==> src/design/rsti_pkg.sv <==
// shared constants and character helpers for the radix string to integer parser
package rsti_pkg;

  localparam int VALUE_BITS  = 64;
  localparam int OFFSET_BITS = 16;

  localparam logic [5:0] RADIX_RESET = 6'd10;
  localparam logic [5:0] RADIX_MAX   = 6'd36;
  localparam logic [6:0] NO_DIGIT    = 7'd99;

  typedef logic [OFFSET_BITS-1:0] offset_t;
  typedef logic [VALUE_BITS-1:0]  accum_t;

  function automatic logic [6:0] char_digit(input logic [7:0] c);
    logic [6:0] d;
    if (c >= 8'h30 && c <= 8'h39) begin
      d = 7'(c - 8'h30);
    end else if (c >= 8'h61 && c <= 8'h7a) begin
      d = 7'(c - 8'h61 + 8'd10);
    end else if (c >= 8'h41 && c <= 8'h5a) begin
      d = 7'(c - 8'h41 + 8'd10);
    end else begin
      d = NO_DIGIT;
    end
    return d;
  endfunction

  function automatic logic is_space(input logic [7:0] c);
    return (c == 8'h20) || (c >= 8'h09 && c <= 8'h0d);
  endfunction

endpackage

==> src/design/radix_string_to_integer_core.sv <==
// streaming strtol-style parser: one character per item, one result per number
//
// One character is taken per cycle while in_ready is high. Each item sits in an
// input register, where one multiply-add by the active base (up to 36) updates the
// accumulator, so the sustained rate is one item per clock while results are taken.
// A result is held in an output register; the input register still fills while it
// waits, and only an item that would produce a second result stalls. The result is
// registered as the stop character leaves the input register; radix_r is sampled
// as the start_req item advances. Radix 0 detects the base from a 0 or 0x prefix.
module radix_string_to_integer_core (
  input  logic                clk,
  input  logic                rst_n,
  input  logic                cfg_valid,
  output logic                cfg_ready,
  input  logic [5:0]          cfg_radix,
  input  logic                in_valid,
  output logic                in_ready,
  input  logic [7:0]          in_character,
  input  logic                in_start_req,
  output logic                out_valid,
  input  logic                out_ready,
  output logic signed [63:0]  out_value,
  output logic [15:0]         out_end_offset
);
  import rsti_pkg::*;

  localparam logic [2:0] PH_DONE   = 3'd0;
  localparam logic [2:0] PH_LEAD   = 3'd1;
  localparam logic [2:0] PH_SIGNED = 3'd2;
  localparam logic [2:0] PH_ZERO   = 3'd3;
  localparam logic [2:0] PH_XSEEN  = 3'd4;
  localparam logic [2:0] PH_DIGITS = 3'd5;

  localparam offset_t OFFSET_LIMIT = '1;

  logic [5:0]  radix_r;
  logic        in_v_r;
  logic [7:0]  char_r;
  logic        start_r;
  logic [2:0]  ph_r, ph_nxt;
  logic        neg_r, neg_nxt;
  logic [5:0]  base_r, base_nxt;
  accum_t      acc_r, acc_nxt;
  offset_t     cons_r, cons_nxt;
  logic        out_valid_r;
  logic [63:0] out_value_r;
  logic [15:0] out_offset_r;

  logic        adv;
  logic        emit_c;
  logic        any_c;
  logic        try_c;
  logic        sgn_path;
  logic [1:0]  inc_c;
  logic [6:0]  dig_c;
  logic [2:0]  ph_s;
  offset_t     cons_s;
  logic [OFFSET_BITS:0] cons_sum;
  accum_t      signed_acc;

  assign cfg_ready = 1'b1;

  always_ff @(posedge clk) begin
    if (!rst_n) begin
      radix_r <= RADIX_RESET;
    end else if (cfg_valid) begin
      radix_r <= cfg_radix;
    end
  end

  assign dig_c = char_digit(char_r);

  always_comb begin
    ph_s     = ph_r;
    neg_nxt  = neg_r;
    base_nxt = base_r;
    acc_nxt  = acc_r;
    cons_s   = cons_r;
    emit_c   = 1'b0;
    any_c    = 1'b0;
    try_c    = 1'b0;
    sgn_path = 1'b0;
    inc_c    = 2'd0;
    if (start_r) begin
      ph_s     = PH_LEAD;
      neg_nxt  = 1'b0;
      base_nxt = (radix_r > RADIX_MAX) ? RADIX_MAX : radix_r;
      acc_nxt  = '0;
      cons_s   = '0;
    end
    ph_nxt = ph_s;
    unique case (ph_s)
      PH_LEAD: begin
        if (is_space(char_r)) begin
          inc_c = 2'd1;
        end else if (char_r == 8'h2d || char_r == 8'h2b) begin
          neg_nxt = (char_r == 8'h2d);
          inc_c   = 2'd1;
          ph_nxt  = PH_SIGNED;
        end else begin
          sgn_path = 1'b1;
        end
      end
      PH_SIGNED: sgn_path = 1'b1;
      PH_ZERO: begin
        if (char_r == 8'h78 || char_r == 8'h58) begin
          base_nxt = 6'd16;
          ph_nxt   = PH_XSEEN;
        end else begin
          if (base_nxt == 6'd0) base_nxt = 6'd8;
          try_c = 1'b1;
          any_c = 1'b1;
        end
      end
      PH_XSEEN: begin
        if (dig_c < 7'd16) begin
          acc_nxt = VALUE_BITS'(dig_c);
          inc_c   = 2'd2;
          ph_nxt  = PH_DIGITS;
        end else begin
          emit_c = 1'b1;
          any_c  = 1'b1;
        end
      end
      PH_DIGITS: begin
        try_c = 1'b1;
        any_c = 1'b1;
      end
      default: ph_nxt = PH_DONE;
    endcase
    if (sgn_path) begin
      if (char_r == 8'h30 && (base_nxt == 6'd0 || base_nxt == 6'd16)) begin
        inc_c  = 2'd1;
        ph_nxt = PH_ZERO;
      end else begin
        if (base_nxt == 6'd0) base_nxt = 6'd10;
        try_c = 1'b1;
      end
    end
    if (try_c) begin
      if (dig_c < {1'b0, base_nxt}) begin
        acc_nxt = VALUE_BITS'(acc_nxt * base_nxt) + VALUE_BITS'(dig_c);
        inc_c   = 2'd1;
        ph_nxt  = PH_DIGITS;
      end else begin
        emit_c = 1'b1;
      end
    end
    if (emit_c) ph_nxt = PH_DONE;
    cons_sum = {1'b0, cons_s} + (OFFSET_BITS+1)'(inc_c);
    cons_nxt = (cons_sum > {1'b0, OFFSET_LIMIT}) ? OFFSET_LIMIT : cons_sum[OFFSET_BITS-1:0];
    signed_acc = neg_nxt ? (VALUE_BITS'(0) - acc_nxt) : acc_nxt;
  end

  assign adv      = in_v_r && (!emit_c || !out_valid_r || out_ready);
  assign in_ready = !in_v_r || adv;

  always_ff @(posedge clk) begin
    if (!rst_n) begin
      in_v_r <= 1'b0;
    end else if (in_ready) begin
      in_v_r <= in_valid;
    end
  end

  always_ff @(posedge clk) begin
    if (in_ready && in_valid) begin
      char_r  <= in_character;
      start_r <= in_start_req;
    end
  end

  always_ff @(posedge clk) begin
    if (!rst_n) begin
      ph_r   <= PH_DONE;
      neg_r  <= 1'b0;
      base_r <= '0;
      acc_r  <= '0;
      cons_r <= '0;
    end else if (adv) begin
      ph_r   <= ph_nxt;
      neg_r  <= neg_nxt;
      base_r <= base_nxt;
      acc_r  <= acc_nxt;
      cons_r <= cons_nxt;
    end
  end

  always_ff @(posedge clk) begin
    if (!rst_n) begin
      out_valid_r <= 1'b0;
    end else if (adv && emit_c) begin
      out_valid_r <= 1'b1;
    end else if (out_ready) begin
      out_valid_r <= 1'b0;
    end
  end

  always_ff @(posedge clk) begin
    if (adv && emit_c) begin
      out_value_r  <= any_c ? 64'(signed'(signed_acc)) : 64'd0;
      out_offset_r <= any_c ? 16'(cons_s) : 16'd0;
    end
  end

  assign out_valid      = out_valid_r;
  assign out_value      = signed'(out_value_r);
  assign out_end_offset = out_offset_r;

  a_zero_offset_zero_value: assert property (@(posedge clk) disable iff (!rst_n)
    (out_valid_r && out_offset_r == 16'd0) |-> out_value_r == 64'd0)
    else $error("result with no consumed characters has a nonzero value");

  a_held_item: assert property (@(posedge clk) disable iff (!rst_n)
    (in_v_r && !adv) |=> (in_v_r && $stable(char_r) && $stable(start_r)))
    else $error("stalled item lost from input register");

  a_held_result: assert property (@(posedge clk) disable iff (!rst_n)
    (out_valid_r && !out_ready) |=> (out_valid_r && $stable(out_value_r)
                                     && $stable(out_offset_r)))
    else $error("waiting result overwritten");

  a_done_after_emit: assert property (@(posedge clk) disable iff (!rst_n)
    (adv && emit_c) |=> ph_r == PH_DONE)
    else $error("parser not done after result");

  a_base_range: assert property (@(posedge clk) disable iff (!rst_n)
    (ph_r != PH_DONE) |-> base_r <= RADIX_MAX)
    else $error("active base above 36");

endmodule
==> config.mk <==
export PLATFORM = sky130hd
export DESIGN_NAME = radix_string_to_integer_core
export DESIGN_NICKNAME = d
export VERILOG_FILES = /design/src/design/rsti_pkg.sv /design/src/design/radix_string_to_integer_core.sv
export SDC_FILE = /design/constraint.sdc
export NUM_CORES = 1
export LEC_CHECK = 0
export BUFFER_PORTS_ARGS = -buffer_cell sky130_fd_sc_hd__buf_2
export CAP_MARGIN = 5
export CORE_ASPECT_RATIO = 1.4
export CORE_UTILIZATION = 30
export CTS_CLUSTER_DIAMETER = 100
export DETAILED_ROUTE_END_ITERATION = 8
export PLACE_DENSITY = 0.43
export SLEW_MARGIN = 20
export SYNTH_ARGS = -nofsm -noshare
export SYNTH_HDL_FRONTEND = slang
export SYNTH_SLANG_ARGS = --single-unit
==> constraint.sdc <==
create_clock -name clk -period 10.4 [get_ports clk]
set_clock_uncertainty 0.15 [all_clocks]
set_input_delay 0.52 -clock clk [delete_from_list [all_inputs] [get_ports clk]]
set_output_delay 0.52 -clock clk [all_outputs]
set_load 0.01 [all_outputs]
==> flow_summary.toml, run 1 <==
[run_status]
outcome = "finished, final reports clean"

[detailed_routing]
drc_errors = 0
ant_nets = 0
wire_per_inst_um = 23.0
dr.pass1.iters = 5
routed_via_density = 5.43
drt_wl_total_um = 89400
drtIter0Drc = 1094
via_count = 21100

[clock_network]
cts_root_buf = "clkbuf_16"
postCtsHoldBufs = 0
cts.reportedPaths.clkPinSlew_ns = 0.08
clock-sinks = 187
cts_buffers = 17
h-tree-depth = 4
clk_path_buf_depth = 2
worstSkewPairLatency_ns = 0.48
cts_tree = "built"

[placement]
place_ws_ns = 0.217
place_congestion = 0.904
dpl-instance-area_mm2 = 0.0260
hpwl_um = 69200
numPortBuffers = 101
place_inst = 3860

[grt]
grt.overflow.total = 0
antenna_found_initial = 3
grt_pass1_wl_um = 135000
grt_usage_pct = 22.2
grt_pass1_vias = 21800
grt_start_max_net_pins = 83

[critical_path]
cp_slowest_stage_delay_ns = 0.55
worstSetupPathType = "flip-flop to flip-flop"
crit_path_start_kind = "flip-flop"
rr_endpoint = "out_value[62]"
critPathMaxFanout = 7
crit_family = "adder cells"
reg2reg_from = "char_r[1]"
required_ns = 10.46
regToRegSetupSlack_ns = 0.40
crit_cells = 35
cpMaxStageDelayCell = "fa_1"
worstPathArrival_ns = 10.06
critical_path_buf_inv_count = 9
reg2reg_depth = 35
cp-end-kind = "flip-flop"

[power_and_ir_drop]
cell_internal_pwr_uw = 1320
finalPower_uw = 2110
p_switching_uw = 787
leakage_uw = 0.0120
clkPwrFrac_pct = 32.9
pwr-share-comb_pct = 27.2
seqPwrFrac_pct = 39.9
switching_share_pct = 37.3
power.density_mw_per_mm2 = 79.2
ir_drop_mv = 0.134

[logic_synthesis]
avgSynthCellArea_um2 = 8.63
synth-seq-cells = 187
synthArstFlopShare_pct = 0
synthesis.nets = 3186
ys_warn_count = 0
ys_types = 107
netlist.area_leader.share_pct = 20.2
synth-main-ff-cell = "dfxtp_1"
yosys.cell_count.top_type = "and2_1"
synth_common_cells = "and2_1 (308), nor2_1 (264), fa_1 (242)"
synth_edf_count = 89
synth_top_cells_by_area = "fa_1 (20%), edfxtp_1 (11%), dfxtp_1 (8.2%), and2_1 (8.0%), ha_1 (7.5%)"
synth_area_mm2 = 0.0240
ys_seq_area_share_pct = 19.3
synth_area_leader_cell = "fa_1"
syn_inst = 2781

[die]
coreArea_mm2 = 0.0791
die_y_um = 337
die_area_mm2 = 0.0812
rows = 122
die_x_um = 241
pin_count = 103
start_util_pct = 30.4

[flow_run]
maxCapViolations = 0

[layout]
drive_above_1_share_pct = 11.4
diodes = 0
fin_area_mm2 = 0.0267
num-fill-cells = 8361
fin_cells = 3892
nets = 3230
area_growth_pct = 11.1

[hold_path]
holdPathEnd = "char_r[0]"
hold_path_depth = 1
holdCritStartpoint = "in_character[0]"
min_path_type = "input pin to flip-flop"

[sta]
relSlewSlack_pct = 28.5
finalCritPeriodShare_pct = 96.2
fin_tns_setup_ns = 0
final-setup-viol-count = 0
period_needed_ns = 10.00
hold_viol_final = 0
setup_ws_ns = 0.397
tightest_slew_ns = 1.07
fmax_ghz = 0.100
finalMaxSlewViolations = 0
## kinds of logic (layout without fill, tap and decap cells)
logic type               after synthesis  in the layout  synth area share, %
other                                  1              1               0.0156
flip-flops                           187            187                 19.3
XOR/XNOR                             109            109                 3.98
adder cells (fa/ha/maj)              385            385                 27.6
AO/OA/AOI/OAI                        644            644                 18.4
AND/OR/NAND/NOR                     1149           1149                 25.1
buffers and inverters                288            345                 4.75
multiplexers                          18             18                0.787
## state kept, by name (all words and copies together), names as in the netlist
name / cells
acc_r: 64
out_value: 64
cons_r: 16
out_end_offset: 16
char_r: 8
base_r: 6
radix_r: 6
ph_r: 3
in_v_r: 1
neg_r: 1
out_valid: 1
start_r: 1
## cell usage in the layout, fill, tap and decap left out, types with 45 or more instances in the layout
cell and n:
and2_1 307, nor2_1 255, fa_1 242, nand2_1 233, a21oi_1 153, ha_1 143
o21ai_0 132, inv_1 107, buf_4 101, buf_2 100, dfxtp_1 98, edfxtp_1 89
nand3_1 64, xnor2_1 64, o211a_1 46, nor3_1 45
## power by group through the flow
stage	clock, uW	combinational (uW)	sequential [uW]
2_1_floorplan	0	372	834
3_3_place_gp	0	567	860
3_5_place_dp	0	569	861
4_1_cts	715	573	844
5_1_grt	735	627	848
6_report	695	574	843
## stage by stage
| step | hold WS [ns] | util, % |
|---|---|---|
| after floorplan | 0.302 | - |
| after global placement | 0.335 | 32.9 |
| after detailed placement | 0.335 | 32.9 |
| after CTS | 0.0429 | 33.7 |
| after global routing | 0.0649 | 33.7 |
| final | 0.0717 | 33.7 |
## worst max path at each step
stage          startpoint            end  slack [ns]
5_1_grt         char_r[1]  out_value[62]      -0.005
2_1_floorplan   char_r[0]  out_value[63]        0.77
6_report        char_r[1]  out_value[62]        0.40
3_3_place_gp    char_r[1]  out_value[60]        0.23
4_1_cts         char_r[1]  out_value[62]        0.16
3_5_place_dp    char_r[1]  out_value[62]        0.22
## routing by layer
layer / routed length [um] / part of all wire [%] / track usage [%] / vias up
li1: - / - / - / 9797
met1: 36500 / 41 / 26.3 / 10600
met2: 46900 / 52 / 41.4 / 566
met3: 2880 / 3.2 / 1.47 / 130
met4: 3130 / 3.5 / 8.15 / 2
met5: 13 / 0.015 / 0 / -
## repair_timing
action                     4_1_cts  5_1_grt
setup endpoints to repair        0       29
setup buffers                    0        0
gates resized for setup          0       12
## layout make-up
cell class              count  area, um^2  share of cell area [%]
inverters                 108         405                    1.52
repair buffers            205        1330                    4.98
multi-input cells        2306       18400                    68.9
clock buffers              18         429                    1.61
well taps                1054        1320                    4.94
clock inverters            14         168                   0.628
flip-flops and latches    187        4630                    17.4
Note: power is estimated with default switching activity, not from simulation.
==> run 2, diff against run 1 <==
--- a/config.mk
+++ b/config.mk
@@ -11,7 +11,6 @@
 export CORE_UTILIZATION = 30
 export CTS_CLUSTER_DIAMETER = 100
 export DETAILED_ROUTE_END_ITERATION = 8
-export PLACE_DENSITY = 0.43
 export SLEW_MARGIN = 20
 export SYNTH_ARGS = -nofsm -noshare
 export SYNTH_HDL_FRONTEND = slang
==> flow_summary.toml, run 2 (same netlist as run 1, synthesis figures left out) <==
[power_and_ir_drop]
p_switching_uw = 738
power.density_mw_per_mm2 = 78.1
ir_drop_mv = 0.135
seqPwrFrac_pct = 40.7
cell_internal_pwr_uw = 1330
pwr-share-comb_pct = 26.7
leakage_uw = 0.0119
clkPwrFrac_pct = 32.6
switching_share_pct = 35.6

[clock_network]
clk_path_buf_depth = 2
cts_root_buf = "clkbuf_16"
h-tree-depth = 4
clock-sinks = 187
cts_tree = "built"
postCtsHoldBufs = 0
cts.reportedPaths.clkPinSlew_ns = 0.07
cts_buffers = 17
worstSkewPairLatency_ns = 0.48

[grt]
grt.overflow.total = 0
antenna_found_initial = 4
grt_pass1_vias = 21500
grt_usage_pct = 19.5
grt_pass1_wl_um = 122000
grt_start_max_net_pins = 82

[detailed_routing]
ant_nets = 0
dr.pass1.iters = 6
routed_via_density = 5.48
drtIter0Drc = 1652
via_count = 21200
drt_wl_total_um = 78800
wire_per_inst_um = 20.3
drc_errors = 0

[die]
start_util_pct = 30.4
die_y_um = 337
pin_count = 103
rows = 122
die_x_um = 241
die_area_mm2 = 0.0812
coreArea_mm2 = 0.0791

[critical_path]
required_ns = 10.47
worstPathArrival_ns = 9.98
crit_path_start_kind = "flip-flop"
worstSetupPathType = "flip-flop to flip-flop"
cp_slowest_stage_delay_ns = 0.61
critPathMaxFanout = 9
cp-end-kind = "flip-flop"
cpMaxStageDelayCell = "or4b_4"

[sta]
fin_tns_setup_ns = 0
hold_viol_final = 0
rsz0062_at_grt = "false"
fmax_ghz = 0.101
finalMaxSlewViolations = 0
relSlewSlack_pct = 34.9
final-setup-viol-count = 0
tightest_slew_ns = 0.976
finalCritPeriodShare_pct = 95.3
period_needed_ns = 9.91

[run_status]
outcome = "finished, final reports clean"

[layout]
final_util_pct = 33.5
num-fill-cells = 8291
nets = 3213
diodes = 0
mostFrequentLayoutCells = "and2_1 (307), nor2_1 (255), fa_1 (242), nand2_1 (233), a21oi_1 (153)"
final_common_cell = "and2_1"
area_growth_pct = 10.4
drive_above_1_share_pct = 10.7

[hold_path]
min_path_type = "input pin to flip-flop"

[placement]
numPortBuffers = 101
place_congestion = 0.975
hpwl_um = 60400

[flow_run]
maxCapViolations = 0
-- run 2: cell types whose count changed in the layout (fill, tap and decap cells not counted), moves of 2 or more --
cell        delta
clkinv_4       -2
clkinv_8       -2
o21ai_2        -2
clkinvlp_4     +2
o21ai_1        +2
buf_4         -16
xnor2_1        +2
xnor2_2        -2
clkinv_2       +2
-- run 2: layer usage --
metal	vias up	track usage (%)	part of all wire, %
met5	-	0	0.016
met4	2	11.1	5.9
met3	213	1.65	5.2
met2	760	35.2	51
met1	10500	22.2	38
li1	9755	-	-
-- run 2: what timing repair did --
| action | in CTS | in global routing |
|---|---|---|
| setup buffers | 0 | 2 |
| endpoints found under the hold margin | 0 | 0 |
| gates resized for setup | 0 | 10 |
| endpoints found under the setup margin | 0 | 23 |
-- run 2: worst max-delay path: cells and delay by family (launching register included) --
kind            cells  cell delay (ns)
fa+ha+maj           6             2.78
simple gates        7             2.43
compound gates     11             2.31
buf+inv             7             0.84
flops               1             0.49
xor+xnor            1             0.49
mux                 1             0.16
-- run 2: final cells by class --
type | instances | area (um^2) | area share (%)
Timing Repair Buffer | 187 | 1180 | 4.45
Multi-Input combinational cell | 2307 | 18400 | 69.4
Inverter | 108 | 405 | 1.53
Clock buffer | 18 | 429 | 1.62
Tap cell | 1054 | 1320 | 4.97
Sequential cell | 187 | 4630 | 17.5
Clock inverter | 14 | 154 | 0.581
-- run 2: final timing paths --
| path | slack (ns) | depth (start not counted) | from | end |
|---|---|---|---|---|
| setup reg to reg | 0.49 | 33 | char_r[1] | out_value[63] |
| hold reg to reg | 0.35 | 2 | acc_r[61] | acc_r[61] |
| setup / recovery | 0.49 | 33 | char_r[1] | out_value[63] |
| hold / removal | 0.08 | 1 | in_start_req | start_r |
-- run 2: power groups by stage --
stage / clock, uW / combinational [uW] / sequential, uW
final: 676 / 552 / 842
after global placement: 0 / 537 / 859
after detailed placement: 0 / 540 / 858
after CTS: 687 / 544 / 842
after global routing: 709 / 603 / 847
after floorplan: 0 / 372 / 834
-- run 2: metrics by stage --
| step | setup WS (ns) | cell area [um^2] | instances | hold slack [ns] | power (uW) |
|---|---|---|---|---|---|
| finish | 0.488 | 26500 | 3875 | 0.0794 | 2070 |
| global route | 0.00470 | 26500 | 3875 | 0.0671 | 2160 |
| CTS | 0.305 | 26400 | 3871 | 0.0566 | 2070 |
| detailed placement | 0.368 | 25800 | 3839 | 0.338 | 1400 |
| global placement | 0.481 | 25800 | 3839 | 0.331 | 1400 |
| floorplan | 0.767 | 24000 | 2781 | 0.302 | 1210 |
